--- config.mk ---
export PLATFORM = sky130hd
export DESIGN_NAME = bmp_store
export DESIGN_NICKNAME = d
export VERILOG_FILES = /design/src/hw/rtl/assert_macros.svh /design/src/hw/rtl/bmp_pkg.sv /design/src/hw/rtl/bmp_store.sv
export SDC_FILE = /design/constraint.sdc
export NUM_CORES = 2
export LEC_CHECK = 0
export BUFFER_PORTS_ARGS = -buffer_cell sky130_fd_sc_hd__buf_2
export CAP_MARGIN = 30
export CORE_MARGIN = 2
export CORE_UTILIZATION = 30
export CTS_BUF_LIST = sky130_fd_sc_hd__clkbuf_8
export DETAILED_ROUTE_END_ITERATION = 7
export GPL_TIMING_DRIVEN = 0
export PLACE_DENSITY = 0.48
export SYNTH_ARGS = -nofsm -noshare
export SYNTH_HDL_FRONTEND = slang
export SYNTH_SLANG_ARGS = --single-unit
--- constraint.sdc ---
create_clock -name clock -period 7.57 [get_ports clock]
set_clock_uncertainty 0.15 [all_clocks]
set_input_delay 0.3785 -clock clock [delete_from_list [all_inputs] [get_ports clock]]
set_output_delay 0.3785 -clock clock [all_outputs]
set_load 0.005 [all_outputs]
--- src/hw/rtl/assert_macros.svh ---
`ifndef ASSERT_MACROS_SVH
`define ASSERT_MACROS_SVH

// Checks that hold in the same cycle as the trigger.
`define BMP_ASSERT_NOW(lbl, ante, cons) \
   lbl: assert property (@(posedge clock) disable iff (reset) (ante) |-> (cons)) \
      else $error("bitmap check failed");

// Checks that hold in the cycle after the trigger.
`define BMP_ASSERT_NEXT(lbl, ante, cons) \
   lbl: assert property (@(posedge clock) disable iff (reset) (ante) |=> (cons)) \
      else $error("bitmap check failed");

`endif

--- src/hw/rtl/bmp_pkg.sv ---
`timescale 1ns / 1ps

package bmp_pkg;

   localparam int WORD_COUNT = 64;
   localparam int WORD_WIDTH = 64;

   localparam int IDX_W  = 12;
   localparam int MODE_W = 3;
   localparam int BIT_W  = $clog2(WORD_WIDTH);
   localparam int ADDR_W = $clog2(WORD_COUNT);
   localparam int WSEL_W = IDX_W - BIT_W;

   localparam logic [WSEL_W:0]   SEL_LIMIT = (WSEL_W + 1)'(WORD_COUNT);
   localparam logic [ADDR_W-1:0] LAST_WORD = ADDR_W'(WORD_COUNT - 1);

   localparam logic [MODE_W-1:0] MODE_SET        = 3'd0;
   localparam logic [MODE_W-1:0] MODE_CLEAR      = 3'd1;
   localparam logic [MODE_W-1:0] MODE_TEST       = 3'd2;
   localparam logic [MODE_W-1:0] MODE_FIND       = 3'd3;
   localparam logic [MODE_W-1:0] MODE_FIND_CLEAR = 3'd4;
   localparam logic [MODE_W-1:0] MODE_INVERT     = 3'd5;

   typedef logic [WORD_WIDTH-1:0] word_type;
   typedef logic [WORD_COUNT-1:0] summary_type;

   typedef enum logic [1:0] {
      ST_IDLE,
      ST_EXEC,
      ST_INV_RD,
      ST_INV_WR
   } state_type;

   typedef struct packed {
      logic              rd_en;
      logic [ADDR_W-1:0] rd_addr;
      logic              wr_en;
      logic [ADDR_W-1:0] wr_addr;
      word_type          wr_data;
   } mem_req_type;

   typedef struct packed {
      logic             load;
      logic             found;
      logic [IDX_W-1:0] found_index;
      logic             bit_value;
   } res_type;

   function automatic logic [ADDR_W-1:0] lowest_word(summary_type v);
      logic [ADDR_W-1:0] r;
      r = '0;
      for (int i = WORD_COUNT - 1; i >= 0; i--) begin
         if (v[i]) begin
            r = ADDR_W'(i);
         end
      end
      return r;
   endfunction

   function automatic logic [BIT_W-1:0] lowest_bit(word_type v);
      logic [BIT_W-1:0] r;
      r = '0;
      for (int i = WORD_WIDTH - 1; i >= 0; i--) begin
         if (v[i]) begin
            r = BIT_W'(i);
         end
      end
      return r;
   endfunction

endpackage

--- src/hw/rtl/bmp_store.sv ---
`timescale 1ns / 1ps

module bmp_store
   import bmp_pkg::*;
(
   input  logic        clock,
   input  logic        reset,
   input  mem_req_type cmd,
   output word_type    rd_data
);

   word_type          word_mem [WORD_COUNT];
   word_type          rd_word_ff;
   logic              rd_vld_ff;
   logic [WORD_COUNT-1:0] valid_ff;

   always_ff @(posedge clock) begin
      if (cmd.wr_en) begin
         word_mem[cmd.wr_addr] <= cmd.wr_data;
      end
      if (cmd.rd_en) begin
         rd_word_ff <= word_mem[cmd.rd_addr];
      end
   end

   // never-written words read as zero
   always_ff @(posedge clock) begin
      if (reset) begin
         valid_ff  <= '0;
         rd_vld_ff <= 1'b0;
      end else begin
         if (cmd.wr_en) begin
            valid_ff[cmd.wr_addr] <= 1'b1;
         end
         if (cmd.rd_en) begin
            rd_vld_ff <= valid_ff[cmd.rd_addr];
         end
      end
   end

   assign rd_data = rd_vld_ff ? rd_word_ff : '0;

endmodule

# [Yosys cells after proc, flatten, opt, wreduce, memory -nomap -nowiden]
# Memory sizes are Yosys's and may differ from the RTL's. A register that Yosys moved wholly into a read port is not among the register bits.
# Cells that the tools add are included.
[word_totals] inputBits=80 mem_count=1 latchBits=0 elab_cells=15 ram_bits=4096 output_inout_bits=64 register_bits=65 mem_bits_ro=0
[op_classes] n_eq_ne=0 addsub=0 mux=7 shift=0 reduce_logical=1 bitwise_logic=1 n_div=0 mul=0 order_cmp=3
[mem_list] name="word_mem" depth=64 width=64 rd=1 rd_ports_with_merged_regs=1 wr=1 line_no="bmp_store.sv:12" text="word_type word_mem [WORD_COUNT];"
[op_table] operator="64-bit 2-to-1 mux" count=1
[op_table] operator="64-bit bitwise OR" count=1
[op_table] operator="6-bit by 7-bit < comparator with 1-bit output, second input constant" count=2
[op_table] operator="1-bit binary-select mux with 6-bit select" count=1
[op_table] operator="1-bit demux with 6-bit select" count=1
[op_table] operator="6-bit by 1-bit greater-or-equal comparator with 1-bit output, second input constant" count=1
[op_table] operator="1-bit 2-to-1 mux" count=4
[op_table] operator="1-bit logical AND" count=1

# [Depth between registers and ports, before layout]
[depth] depth_word=5 depth_mapped=9

# [Worst setup path before layout]
# OpenSTA, ideal clock, no wires.
[synth_timing] path_kind="in2reg" from="in cmd[70] (netlist bit)" to="mem word_mem[40][0] (netlist bit) (enable)" required_time_ns=6.853 cell_stages=3 path_buffers=0 setup_slack_ns=1.598 arrival_ns=5.256 setup_time_ns=0.567 cell_sequence="nor2b_1 -> nand3_1 -> nor3_1"
[synth_between] elab_chain_len=2
[synth_lines] item="from (decl)" line_no="bmp_store.sv:8" text="input mem_req_type cmd,"
[synth_lines] item="1-bit 2-to-1 mux" line_no="bmp_store.sv:18" text="if (cmd.wr_en) begin"
[synth_lines] item="1-bit 2-to-1 mux (not written as such)" line_no="bmp_store.sv:19" text="word_mem[cmd.wr_addr] <= cmd.wr_data;"
[synth_lines] item="to (decl)" line_no="bmp_store.sv:12"
# No other way between the ends.

# [Final worst setup path]
[layout_timing] from="reg rd_vld_ff" to="out rd_data[45]"
[layout_between] elab_chain_len=1
[layout_lines] item="from (decl)" line_no="bmp_store.sv:14" text="logic rd_vld_ff;"
[layout_lines] item="from (signal assigned)" line_no="bmp_store.sv:36" text="rd_vld_ff <= valid_ff[cmd.rd_addr];"
[layout_lines] item="64-bit 2-to-1 mux" line_no="bmp_store.sv:41" text="assign rd_data = rd_vld_ff ? rd_word_ff : '0;"
[layout_lines] item="to (decl)" line_no="bmp_store.sv:9" text="output word_type rd_data"
# No other way between the ends.

==> flow_metrics.tcl <==
set metrics [dict create \
    status "complete, no violations" \
    start_kind "flop" \
    endpoint_kind "output port" \
    postRouteAntennaNets 0 \
    finalNetCount 7812 \
    row_cnt 267 \
    cts_tree "done" \
    worst-setup-path-type "reg2out" \
    core-area_um2 530000 \
    routed_wire_length_per_instance_um 30.8 \
    hold_viol_final 0 \
    largest_net_degree_at_the_start_of_global_routing 65 \
    postLayoutCoreUtil_pct 36.0 \
    drive_gt1_share_pct 34.6 \
    timing.final.setup_violations 0 \
    global_route_wire_length_before_repair_mm 640 \
    grt_overflow 0 \
    remaining_drc_errors 0 \
    power_frac_clock_pct 38.4 \
    fillers 48111 \
    synth_largest_type_area_fraction_pct 78.2 \
    last_weighted_congestion_value_of_the_routability_driven_placer 0.759 \
    path_cells "clkbuf_2 > clkbuf_1 > and2_1 > buf_2" \
    cts_buffer_depth 4 \
    first_iter_violations 8164 \
    postSynthCellCount 6380 \
    sw_frac_of_total_pct 23.2 \
    grtUsageTotal_pct 17.0 \
    insertion_delay_ns 1.26 \
    clock_tree.htree_level_count 6 \
    io_pins 144 \
    cp.arrival_ns 4.09 \
    grt_antenna_before_repair 48 \
    cellLeakagePower_nw 59.7 \
    yosys_most_used_dff "edfxtp_1" \
    fmax_mhz 216 \
    finalCriticalPeriod_ns 4.62 \
    netlist.top_cell.by_area "edfxtp_1" \
    total_net_switching_power_mw 10.7 \
    height_of_the_chip_um 734 \
    post_synth.cell_area_avg_um2 25.0 \
    floorplan.die.width_um 734 \
    netlist_area_um2 160000 \
    cts_root_buffer "clkbuf_8" \
    max-vdd-ir-drop_mv 0.188 \
    comb_power_share_pct 5.7 \
    postSynth.asyncResetShare_pct 0 \
    post_drt_via_cell_ratio 4.97 \
    number_of_buffer_and_inverter_stages_on_the_critical_path 3 \
    synth_nets 6460 \
    final_wirelength_mm 470 \
    report.final.slew_viol_count 0 \
    cts.repair.resized 0 \
    yosysSeqAreaShare_pct 79.0 \
    cell_class_contributing_the_biggest_share_of_worst_path_delay "buffers and inverters" \
    cts.sink_count 4225 \
    drv.max_cap_violation_count 0 \
    area_growth_syn_to_layout_pct 19.4 \
    crit_path_top_delay_cell "clkbuf_1" \
    drt_pre_antenna_iters 5 \
    synth-edff-count 4160 \
    postSynthRegisterBits 4225 \
    grt_setup_unrepaired "false" \
    placement.io_buffers 137 \
    cts_inserted_buffers 669 \
    maxSlewHeadroom_pct 28.5 \
    power_density_nw_per_um2 243 \
    min_period_over_period_pct 61.0 \
    via_count 75755 \
    timing.hold.ws_ns 0.0666 \
    place_hpwl_mm 333 \
    power.sequential.fraction_pct 55.9 \
    yosys_warnings 0 \
    post_synth_num_cell_types 32 \
    fp.dieArea_um2 538000 \
    floorplan.initialDensity_pct 30.2 \
    r2r_slack_ns 4.74 \
    worst-slew-pin-transition_ns 1.07 \
    ys_top_cells_by_area "edfxtp_1 (78%), mux4_2 (18%), dfxtp_1 (0.81%)" \
    min-delay-path-class "in2reg" \
    cell_internal_pwr_mw 35.7 \
    worst_stage_delay_on_the_critical_path_ns 0.85 \
    fin_total_pwr_mw 46.4 \
    clk_pin_slew_ns 0.06 \
    crit_path_max_fanout 10 \
    critPathRequiredTime_ns 7.04 \
    grt_pass1_vias 79547 \
]
## layout make-up
class,instances,area (um2),area share (%)
buffer,340,1600,0.839
clock inverter,503,2550,1.34
antenna,12,30.0,0.0158
tap,6994,8750,4.59
clock buffer,682,9390,4.92
timing repair buffer,681,9700,5.09
multi-input combinational,1815,32400,17.0
sequential,4225,126000,66.2
## stage by stage
step           cells  setup TNS, ns  setup WS [ns]  instance area [um2]
6_report       15252              0           2.95               191000
5_1_grt        15245              0           2.96               191000
4_1_cts        15118              0           2.95               189000
3_5_place_dp   13845              0           2.09               176000
3_3_place_gp   13511       -8320.72          -6.52               169000
2_1_floorplan   6380              0           1.60               160000
## repair_timing
action                      CTS  global route
hold endpoints to repair   4533           357
setup endpoints to repair     0             0
hold buffers                 88            54
setup buffers                 0             0
## placed cells by master (no fill, tap or decap), drive strengths merged, types with 3 or more instances in the layout
master and instances:
o21ba 4, nor3 4, edfxtp 4160, nand3 10
nor2b 15, mux2 5, dfxtp 65, diode 12
inv 251, clkinv 235, and2 66, nor2 186
clkinvlp 9, a22oi 130, nand2b 9, bufinv 8
mux4 1290, dlygate4sd3 142, nand2 73, a2111oi 3
buf 699, a211oi 3, clkbuf 862
## cell families after synthesis
| group | share of synthesized area [%] |
|---|---|
| mux | 18.2 |
| flops | 79.0 |
| simple gates | 1.03 |
| buf+inv | 0.980 |
| compound gates | 0.707 |
## synth_stat cells (3+ instances only)
cell       count
a2111oi_0      3
a211oi_1       3
a22oi_1      130
and2_1        66
buf_1         40
buf_2         84
buf_4         23
buf_6         13
clkbuf_1     180
dfxtp_1       65
edfxtp_1    4160
mux2_2         5
mux4_2      1290
nand2_1       73
nand2b_1       9
nand3_1       10
nor2_1       186
nor2b_1       15
nor3_1         4
o21ba_2        4
## path summary, 6_finish.rpt
path	startpoint	to	depth (start not counted)
setup / recovery	rd_vld_ff	rd_data[45]	4
setup reg to reg	word_mem[5][9]	rd_word_ff[9]	4
hold / removal	cmd[58]	word_mem[44][58]	2
hold reg to reg	valid_ff[26]	valid_ff[26]	2
## power by group through the flow
stage,clock (mW),sequential [mW],combinational (mW)
final,17.8,25.9,2.66
after global routing,19.2,25.9,2.81
after CTS,18.3,26.0,2.61
after detailed placement,0,26.4,2.56
after global placement,0,26.5,2.38
after floorplan,0,26.4,1.25
## flip-flops by register name, summed over array words and instances, names as in the netlist
name and cells:
word_mem 4096, rd_word_ff 64, valid_ff 64, rd_vld_ff 1
## layer usage
layer | global-route usage (%) | vias up | share of wire, %
met2 | 30.0 | 2895 | 51
li1 | - | 30575 | -
met1 | 21.6 | 41535 | 39
met4 | 4.67 | 4 | 2.8
met3 | 3.05 | 746 | 6.5
met5 | 0 | - | 0.0055
No activity file was read; power rests on OpenSTA's default activity.
